File: config.mk
export PLATFORM = sky130hd
export DESIGN_NAME = x10_rf_pulse_distance_transmitter
export DESIGN_NICKNAME = d
export VERILOG_FILES = /design/src/rtl/x10rf_pkg.sv /design/src/rtl/x10_rf_pulse_distance_transmitter.sv
export SDC_FILE = /design/constraint.sdc
export NUM_CORES = 1
export LEC_CHECK = 0
export ABC_AREA = 0
export BUFFER_PORTS_ARGS = -buffer_cell sky130_fd_sc_hd__buf_4
export CORE_MARGIN = 2
export CORE_UTILIZATION = 55
export DETAILED_ROUTE_END_ITERATION = 10
export HOLD_SLACK_MARGIN = 0.08
export PLACE_DENSITY = 0.75
export SLEW_MARGIN = 20
export SYNTH_ARGS = -nofsm -noshare
export SYNTH_HDL_FRONTEND = slang
export SYNTH_SLANG_ARGS = --single-unit
export TNS_END_PERCENT = 20
File: constraint.sdc
create_clock -name clock -period 5.5 [get_ports clock]
set_clock_uncertainty 0.15 [all_clocks]
set_input_delay 0.825 -clock clock [delete_from_list [all_inputs] [get_ports clock]]
set_output_delay 0.825 -clock clock [all_outputs]
set_load 0.005 [all_outputs]
File: src/rtl/x10rf_pkg.sv
// ----------------------------------------------------------------------------
// x10rf_pkg
// Shared constants for the X10 RF pulse-distance transmitter: frame size,
// register map and register reset values.
// ----------------------------------------------------------------------------
`default_nettype none

package x10rf_pkg;

   localparam int unsigned FRAME_BITS = 32;
   localparam int unsigned BIT_POS_W  = $clog2(FRAME_BITS);
   localparam int unsigned TICK_W     = 16;
   localparam int unsigned REPEAT_W   = 4;
   localparam int unsigned CSR_ADDR_W = 5;
   localparam int unsigned CSR_DATA_W = 32;

   typedef logic [TICK_W-1:0]   tick_count_type;
   typedef logic [REPEAT_W-1:0] repeat_count_type;

   // register index (byte address / 4)
   typedef enum logic [2:0] {
      REG_LEADER_HIGH = 3'd0,
      REG_LEADER_LOW  = 3'd1,
      REG_PULSE_HIGH  = 3'd2,
      REG_ZERO_LOW    = 3'd3,
      REG_ONE_LOW     = 3'd4,
      REG_GAP_LOW     = 3'd5,
      REG_REPEAT      = 3'd6,
      REG_UNUSED      = 3'd7
   } reg_index_type;

   localparam tick_count_type   RST_LEADER_HIGH = 16'd9000;
   localparam tick_count_type   RST_LEADER_LOW  = 16'd4500;
   localparam tick_count_type   RST_PULSE_HIGH  = 16'd400;
   localparam tick_count_type   RST_ZERO_LOW    = 16'd800;
   localparam tick_count_type   RST_ONE_LOW     = 16'd2000;
   localparam tick_count_type   RST_GAP_LOW     = 16'd32000;
   localparam repeat_count_type RST_REPEAT      = 4'd6;

   // a zero duration or zero repeat count behaves as one
   function automatic tick_count_type eff_ticks(input tick_count_type v);
      return (v == '0) ? tick_count_type'(1) : v;
   endfunction

endpackage

`default_nettype wire

File: src/rtl/x10_rf_pulse_distance_transmitter.sv
// ----------------------------------------------------------------------------
// x10_rf_pulse_distance_transmitter
// X10 RF pulse-distance frame generator, stepped by one-microsecond ticks.
// ----------------------------------------------------------------------------
// Each request transaction is either a tick (req_tuser = 0: one microsecond
// passes) or a start (req_tuser = 1: latch address/command, no time passes).
// Every request yields exactly one response transaction carrying the line
// level, busy flag, end-of-sequence flag and a flag for a start dropped
// because a transmission was already running. A frame is leader high, leader
// low, 32 bits MSB first (address, ~address, command, ~command; each bit a
// pulse followed by a short or long low), a trailer pulse and a gap; it is
// sent repeat_count times. Throughput is one transaction per clock when the
// response side does not stall: a request register feeds the sequencer, whose
// single compare/increment updates the phase state and loads the response
// register in the same cycle. Stalls on the response side back up into the
// request register. Timing registers sit on an APB port
// at byte address 4*index and must only be written while the block is idle.
// ----------------------------------------------------------------------------
`default_nettype none

module x10_rf_pulse_distance_transmitter (
   input  wire logic        clock,
   input  wire logic        reset,
   // request stream
   input  wire logic        req_tvalid,
   output logic             req_tready,
   input  wire logic [15:0] req_tdata,   // [7:0] address_byte, [15:8] command_byte
   input  wire logic        req_tuser,   // [0] mode: 0 tick, 1 start
   // response stream
   output logic             rsp_tvalid,
   input  wire logic        rsp_tready,
   output logic [7:0]       rsp_tdata,   // [0] rf_level, [1] busy_res,
                                         // [2] sequence_done, [3] start_ignored,
                                         // [7:4] zero
   // configuration port
   input  wire logic                                  csr_psel,
   input  wire logic                                  csr_penable,
   input  wire logic                                  csr_pwrite,
   input  wire logic [x10rf_pkg::CSR_ADDR_W-1:0]      csr_paddr,
   input  wire logic [x10rf_pkg::CSR_DATA_W-1:0]      csr_pwdata,
   output logic      [x10rf_pkg::CSR_DATA_W-1:0]      csr_prdata,
   output logic                                       csr_pready
);

   typedef enum logic [2:0] {
      PH_IDLE    = 3'd0,
      PH_LEAD_H  = 3'd1,
      PH_LEAD_L  = 3'd2,
      PH_BIT_H   = 3'd3,
      PH_BIT_L   = 3'd4,
      PH_TRAIL_H = 3'd5,
      PH_GAP_L   = 3'd6
   } phase_type;

   // ------------------------------------------------------------------
   // Configuration registers
   // ------------------------------------------------------------------
   x10rf_pkg::tick_count_type   leader_high_ff, leader_low_ff, pulse_high_ff;
   x10rf_pkg::tick_count_type   zero_low_ff, one_low_ff, gap_low_ff;
   x10rf_pkg::repeat_count_type repeat_ff;

   x10rf_pkg::reg_index_type csr_index;
   logic                     csr_write;

   assign csr_index  = x10rf_pkg::reg_index_type'(csr_paddr[4:2]);
   assign csr_pready = 1'b1;
   assign csr_write  = csr_psel && csr_penable && csr_pwrite && csr_pready;

   always_ff @(posedge clock) begin
      if (reset) begin
         leader_high_ff <= x10rf_pkg::RST_LEADER_HIGH;
         leader_low_ff  <= x10rf_pkg::RST_LEADER_LOW;
         pulse_high_ff  <= x10rf_pkg::RST_PULSE_HIGH;
         zero_low_ff    <= x10rf_pkg::RST_ZERO_LOW;
         one_low_ff     <= x10rf_pkg::RST_ONE_LOW;
         gap_low_ff     <= x10rf_pkg::RST_GAP_LOW;
         repeat_ff      <= x10rf_pkg::RST_REPEAT;
      end else if (csr_write) begin
         unique case (csr_index)
            x10rf_pkg::REG_LEADER_HIGH: leader_high_ff <= csr_pwdata[15:0];
            x10rf_pkg::REG_LEADER_LOW:  leader_low_ff  <= csr_pwdata[15:0];
            x10rf_pkg::REG_PULSE_HIGH:  pulse_high_ff  <= csr_pwdata[15:0];
            x10rf_pkg::REG_ZERO_LOW:    zero_low_ff    <= csr_pwdata[15:0];
            x10rf_pkg::REG_ONE_LOW:     one_low_ff     <= csr_pwdata[15:0];
            x10rf_pkg::REG_GAP_LOW:     gap_low_ff     <= csr_pwdata[15:0];
            x10rf_pkg::REG_REPEAT:      repeat_ff      <= csr_pwdata[3:0];
            default: ;
         endcase
      end
   end

   always_comb begin
      unique case (csr_index)
         x10rf_pkg::REG_LEADER_HIGH: csr_prdata = {16'd0, leader_high_ff};
         x10rf_pkg::REG_LEADER_LOW:  csr_prdata = {16'd0, leader_low_ff};
         x10rf_pkg::REG_PULSE_HIGH:  csr_prdata = {16'd0, pulse_high_ff};
         x10rf_pkg::REG_ZERO_LOW:    csr_prdata = {16'd0, zero_low_ff};
         x10rf_pkg::REG_ONE_LOW:     csr_prdata = {16'd0, one_low_ff};
         x10rf_pkg::REG_GAP_LOW:     csr_prdata = {16'd0, gap_low_ff};
         x10rf_pkg::REG_REPEAT:      csr_prdata = {28'd0, repeat_ff};
         default:                    csr_prdata = '0;
      endcase
   end

   // ------------------------------------------------------------------
   // Request register and handshake
   // ------------------------------------------------------------------
   logic       item_valid_ff;
   logic       item_mode_ff;
   logic [7:0] item_addr_ff, item_cmd_ff;
   logic       rsp_valid_ff;
   logic [3:0] rsp_flags_ff;       // {ignored, done, busy, level}
   logic       out_free, advance;

   assign out_free   = !rsp_valid_ff || rsp_tready;
   assign advance    = item_valid_ff && out_free;
   assign req_tready = !item_valid_ff || out_free;
   assign rsp_tvalid = rsp_valid_ff;
   assign rsp_tdata  = {4'd0, rsp_flags_ff};

   always_ff @(posedge clock) begin
      if (reset) begin
         item_valid_ff <= 1'b0;
      end else if (req_tready) begin
         item_valid_ff <= req_tvalid;
      end
   end

   always_ff @(posedge clock) begin
      if (req_tready && req_tvalid) begin
         item_mode_ff <= req_tuser;
         item_addr_ff <= req_tdata[7:0];
         item_cmd_ff  <= req_tdata[15:8];
      end
   end

   // ------------------------------------------------------------------
   // Sequencer
   // ------------------------------------------------------------------
   phase_type                        phase_ff, phase_in;
   x10rf_pkg::tick_count_type        count_ff, count_in;
   logic [x10rf_pkg::BIT_POS_W-1:0]  bit_pos_ff, bit_pos_in;
   logic [x10rf_pkg::FRAME_BITS-1:0] frame_ff, frame_in;
   x10rf_pkg::repeat_count_type      sent_ff, sent_in;
   logic [3:0]                       flags_in;

   logic                      ph_busy, ph_high, cur_bit, phase_end;
   x10rf_pkg::tick_count_type ph_len;
   x10rf_pkg::repeat_count_type sent_inc;
   logic [x10rf_pkg::TICK_W:0]  count_inc;

   assign ph_busy = (phase_ff != PH_IDLE);
   assign ph_high = (phase_ff == PH_LEAD_H) || (phase_ff == PH_BIT_H) ||
                    (phase_ff == PH_TRAIL_H);
   // MSB first: bit index FRAME_BITS-1-pos
   assign cur_bit = frame_ff[x10rf_pkg::BIT_POS_W'(x10rf_pkg::FRAME_BITS - 1) - bit_pos_ff];

   always_comb begin
      unique case (phase_ff)
         PH_LEAD_H:  ph_len = x10rf_pkg::eff_ticks(leader_high_ff);
         PH_LEAD_L:  ph_len = x10rf_pkg::eff_ticks(leader_low_ff);
         PH_BIT_H:   ph_len = x10rf_pkg::eff_ticks(pulse_high_ff);
         PH_BIT_L:   ph_len = cur_bit ? x10rf_pkg::eff_ticks(one_low_ff)
                                      : x10rf_pkg::eff_ticks(zero_low_ff);
         PH_TRAIL_H: ph_len = x10rf_pkg::eff_ticks(pulse_high_ff);
         PH_GAP_L:   ph_len = x10rf_pkg::eff_ticks(gap_low_ff);
         default:    ph_len = x10rf_pkg::tick_count_type'(1);
      endcase
   end

   assign count_inc = {1'b0, count_ff} + 17'd1;
   assign phase_end = (count_inc >= {1'b0, ph_len});
   assign sent_inc  = sent_ff + 4'd1;

   always_comb begin
      phase_in   = phase_ff;
      count_in   = count_ff;
      bit_pos_in = bit_pos_ff;
      frame_in   = frame_ff;
      sent_in    = sent_ff;
      flags_in   = 4'd0;

      if (item_mode_ff) begin
         // start: level/busy reflect the state after the transaction
         if (ph_busy) begin
            flags_in = {1'b1, 1'b0, 1'b1, ph_high};
         end else begin
            frame_in   = {item_addr_ff, ~item_addr_ff, item_cmd_ff, ~item_cmd_ff};
            phase_in   = PH_LEAD_H;
            count_in   = '0;
            bit_pos_in = '0;
            sent_in    = '0;
            flags_in   = {1'b0, 1'b0, 1'b1, 1'b1};
         end
      end else if (ph_busy) begin
         flags_in = {1'b0, 1'b0, 1'b1, ph_high};
         if (phase_end) begin
            count_in = '0;
            unique case (phase_ff)
               PH_LEAD_H: phase_in = PH_LEAD_L;
               PH_LEAD_L: begin
                  phase_in   = PH_BIT_H;
                  bit_pos_in = '0;
               end
               PH_BIT_H: phase_in = PH_BIT_L;
               PH_BIT_L: begin
                  if (bit_pos_ff == x10rf_pkg::BIT_POS_W'(x10rf_pkg::FRAME_BITS - 1)) begin
                     phase_in = PH_TRAIL_H;
                  end else begin
                     bit_pos_in = bit_pos_ff + x10rf_pkg::BIT_POS_W'(1);
                     phase_in   = PH_BIT_H;
                  end
               end
               PH_TRAIL_H: phase_in = PH_GAP_L;
               default: begin
                  // end of gap: next frame or end of sequence
                  bit_pos_in = '0;
                  if (sent_inc == '0 ||
                      sent_inc >= x10rf_pkg::repeat_count_type'(
                                     (repeat_ff == '0) ? 4'd1 : repeat_ff)) begin
                     phase_in    = PH_IDLE;
                     sent_in     = '0;
                     flags_in[2] = 1'b1;
                  end else begin
                     phase_in = PH_LEAD_H;
                     sent_in  = sent_inc;
                  end
               end
            endcase
         end else begin
            count_in = count_inc[x10rf_pkg::TICK_W-1:0];
         end
      end
   end

   always_ff @(posedge clock) begin
      if (reset) begin
         phase_ff     <= PH_IDLE;
         count_ff     <= '0;
         bit_pos_ff   <= '0;
         frame_ff     <= '0;
         sent_ff      <= '0;
         rsp_valid_ff <= 1'b0;
         rsp_flags_ff <= '0;
      end else begin
         if (advance) begin
            phase_ff     <= phase_in;
            count_ff     <= count_in;
            bit_pos_ff   <= bit_pos_in;
            frame_ff     <= frame_in;
            sent_ff      <= sent_in;
            rsp_flags_ff <= flags_in;
         end
         if (out_free) begin
            rsp_valid_ff <= item_valid_ff;
         end
      end
   end

   // ------------------------------------------------------------------
   // Assertions
   // ------------------------------------------------------------------
   a_flags_imply_busy: assert property (@(posedge clock) disable iff (reset)
      rsp_valid_ff |-> (!rsp_flags_ff[0] && !rsp_flags_ff[2] && !rsp_flags_ff[3])
                       || rsp_flags_ff[1])
      else $error("response flag set without busy");

   a_done_not_ignored: assert property (@(posedge clock) disable iff (reset)
      rsp_valid_ff |-> !(rsp_flags_ff[2] && rsp_flags_ff[3]))
      else $error("sequence_done and start_ignored together");

   a_idle_counter_clear: assert property (@(posedge clock) disable iff (reset)
      (phase_ff == PH_IDLE) |-> (count_ff == '0 && sent_ff == '0))
      else $error("idle with stale counters");

   a_done_goes_idle: assert property (@(posedge clock) disable iff (reset)
      (advance && flags_in[2]) |=> (phase_ff == PH_IDLE))
      else $error("sequence end did not return to idle");

   a_state_holds_on_stall: assert property (@(posedge clock) disable iff (reset)
      !advance |=> $stable(phase_ff) && $stable(count_ff))
      else $error("sequencer moved without a transaction");

endmodule

`default_nettype wire
==> results.ini <==
[drt]
drtIter0Drc=1013
drt-pass1-iter-count=8
vias_per_cell=6.30
num_vias=9113
dr.max_layer_used=met4
drc=0
wl_met3_microns=3260
wire_per_inst_microns=21.0
met2WireLength_microns=13500
drt_wl_total_microns=30400
wl_met1_microns=12800
ant_nets=0

[floorplan]
die_y_microns=137
die_x_microns=137
rows=48
initial_utilization_pct=56.2
core_sq_um=17300
ios=104
die_area_sq_um=18700

[grt]
grt_pass1_wl_microns=46900
grt_pass1_vias=8466
grt_overflow=0
grt_usage_pct=32.9
grt_antenna_before_repair=0
grt_max_degree=95

[synth]
synthCells=1170
syn_area_per_cell_sq_um=8.30
seq_area_frac_synth_pct=39.5
synth.cell_area_sq_um=9710
ys_ff_latch=183
synth_top_area_cell=dfxtp_1
synth_most_common_cell=nand2_1
async_reset_ff_share_pct=0
synthTopCellsByArea=dfxtp_1 (34%), nand2_1 (11%), a21oi_1 (6.0%)
yosysWarnings=0
synth.distinct_cells=70
synth.top_cell.area_share_pct=34.2
synth_edf_count=17
synthTopCellsByCount=nand2_1 (295), dfxtp_1 (166), a21oi_1 (116), clkbuf_1 (61), nand3_1 (53)
synth_ff_type=dfxtp_1

[timing]
rsz0062_at_grt=no
worst_slew_pin_slew_ns=1.10
setup_violations=0
slew_headroom_pct=26.6
finalCriticalPeriod_ns=4.93
finalSetupTns_ns=0
finalMaxSlewViolations=0
fmax_ghz=0.203
final_hold_viol_count=0
period_share_pct=89.7

[pwr]
p_per_area_nw_per_um2=270
p_leak_nw=4.47
peakVddDrop_uv=281
total_power_mw=2.95

[critical_path]
critPathSlowestCell=mux4_1
critPathKind=flop to flop
cp.buffers_inverters=2
path_cells=buf_4 -> mux4_1 -> a221oi_1 -> o22ai_2 -> nand2_4 -> mux2_4 -> a21oi_1 -> ha_1 -> nand3_2 -> or3_4 -> a2111oi_4 -> buf_4 -> o21bai_2 -> or4_4 -> o211ai_1
path_max_fanout=10
cp-start-kind=flop
crit_top_cell=buf_4
cp-end-kind=flop
crit_path_start=bit_pos_ff[0]
worstPathRequired_ns=5.72
r2r_start=bit_pos_ff[0]
worstPathArrival_ns=5.15
slowest_delay_ns=0.55
critPathTopFamily=compound AO/OA/AOI/OAI gates

[final_layout]
final_area_sq_um=10900
layout.nets=1297
drive_gt1_share_pct=14.4
regArea_sq_um=3830
multi_input_area_sq_um=5450
fillers=1484
area_growth_pct=12.6
antenna_cells=0

[placement]
gp_congestion=1.14
portBuffers=64
hpwlAfterDp_microns=21100
dpl_cell_area_sq_um=10300

[clock_tree]
cts_resized=0
cts_buffers=17
clock-root-buffer=clkbuf_16
clkTransAtPathRegs_ns=0.08
postCtsSetupBuffers=0
clock-sinks=183
postCtsHoldBufs=0
clock_path_buffers=2
h-tree-depth=4
clock_latency_ns=0.45
cts_tree=built

[min_path]
hold_class=flop to flop
worstHoldStart=frame_ff[15]

[outcome]
status=finished, final reports clean

[flow_run]
cap_violations=0

-- registers in the layout, indices dropped and copies added (netlist names) --
name / flops
item_valid_ff: 1
rsp_tvalid: 1
repeat_ff: 4
sent_ff: 4
gap_low_ff: 16
pulse_high_ff: 16
item_mode_ff: 1
rsp_flags_ff: 4
one_low_ff: 16
item_cmd_ff: 8
zero_low_ff: 16
leader_high_ff: 16
frame_ff: 32
count_ff: 16
phase_ff: 3
leader_low_ff: 16
bit_pos_ff: 5
item_addr_ff: 8
-- routing by layer --
metal	up-vias	global-route usage, %
met2	519	50.2
met3	67	7.33
li1	4210	-
met4	0	11.5
met1	4317	46.1
met5	-	0
-- worst register-to-register path, delay by kind of cell, from the launching register on --
family | cells | cell delay [ns]
AO/OA/AOI/OAI | 6 | 1.43
multiplexers | 2 | 0.88
buffers and inverters | 2 | 0.44
flip-flops | 1 | 0.47
AND/OR/NAND/NOR | 4 | 1.27
adder cells (fa/ha/maj) | 1 | 0.21
-- power by group --
part | switching [mW] | internal (mW)
clock network | 0.621 | 0.658
logic | 0.169 | 0.110
registers | 0.0208 | 1.37
-- kinds of logic (layout without fill, tap and decap cells) --
family | after synthesis | in the layout | share of synthesized area, %
DFF | 183 | 183 | 39.5
buffers and inverters | 112 | 144 | 5.32
and+or+nand+nor | 498 | 498 | 22.8
muxes | 61 | 61 | 8.85
other | 2 | 21 | 0.0773
adders and majority gates | 28 | 28 | 3.61
xor gates and xnor gates | 16 | 16 | 1.44
AOI/OAI and AO/OA | 270 | 270 | 18.4
-- metrics by stage --
| stage | worst slack, ns | instances | hold slack, ns | util, % |
|---|---|---|---|---|
| 2_1_floorplan | 0.977 | 1189 | 0.282 | - |
| 3_3_place_gp | 0.658 | 1413 | 0.292 | 59.6 |
| 3_5_place_dp | 0.623 | 1414 | 0.297 | 59.7 |
| 4_1_cts | 0.595 | 1446 | 0.309 | 63.3 |
| 5_1_grt | 0.479 | 1446 | 0.338 | 63.3 |
| 6_report | 0.567 | 1446 | 0.307 | 63.3 |
-- layout by cell type (no fill, tap or decap), types with 5 or more instances in the layout --
cell / count
a211oi_1: 7
a21oi_1: 116
a221o_1: 6
a22o_1: 9
a22oi_1: 20
a31oi_1: 6
and2_1: 5
and3_1: 8
buf_4: 90
clkbuf_16: 17
clkinv_8: 6
conb_1: 21
dfxtp_1: 166
edfxtp_1: 17
ha_1: 28
inv_1: 20
inv_6: 6
mux2_2: 15
mux2_4: 9
mux2i_1: 24
mux4_1: 6
mux4_2: 7
nand2_1: 295
nand2b_1: 12
nand3_1: 53
nand4_1: 5
nor2_1: 45
nor2b_1: 13
nor3_1: 11
nor4_1: 28
o211a_1: 16
o21ai_0: 32
o22ai_1: 12
or3_1: 5
xnor2_1: 10
xor2_1: 6
-- cell type report --
type | instances | share of cell area, %
Multi-Input combinational cell | 894 | 49.8
Inverter | 22 | 0.755
Clock buffer | 17 | 3.89
Clock inverter | 15 | 1.80
Timing Repair Buffer | 90 | 6.17
Sequential cell | 183 | 35.0
Tap cell | 225 | 2.57
-- worst paths after layout --
kind                            cells past startpoint       endpoint  slack, ns
worst max-delay path                               15  bit_pos_ff[2]       0.57
worst min-delay path                                2   frame_ff[15]       0.31
worst max register to register                     15  bit_pos_ff[2]       0.57
worst min register to register                      2   frame_ff[15]       0.31
Power figures use the tool's default switching activity.
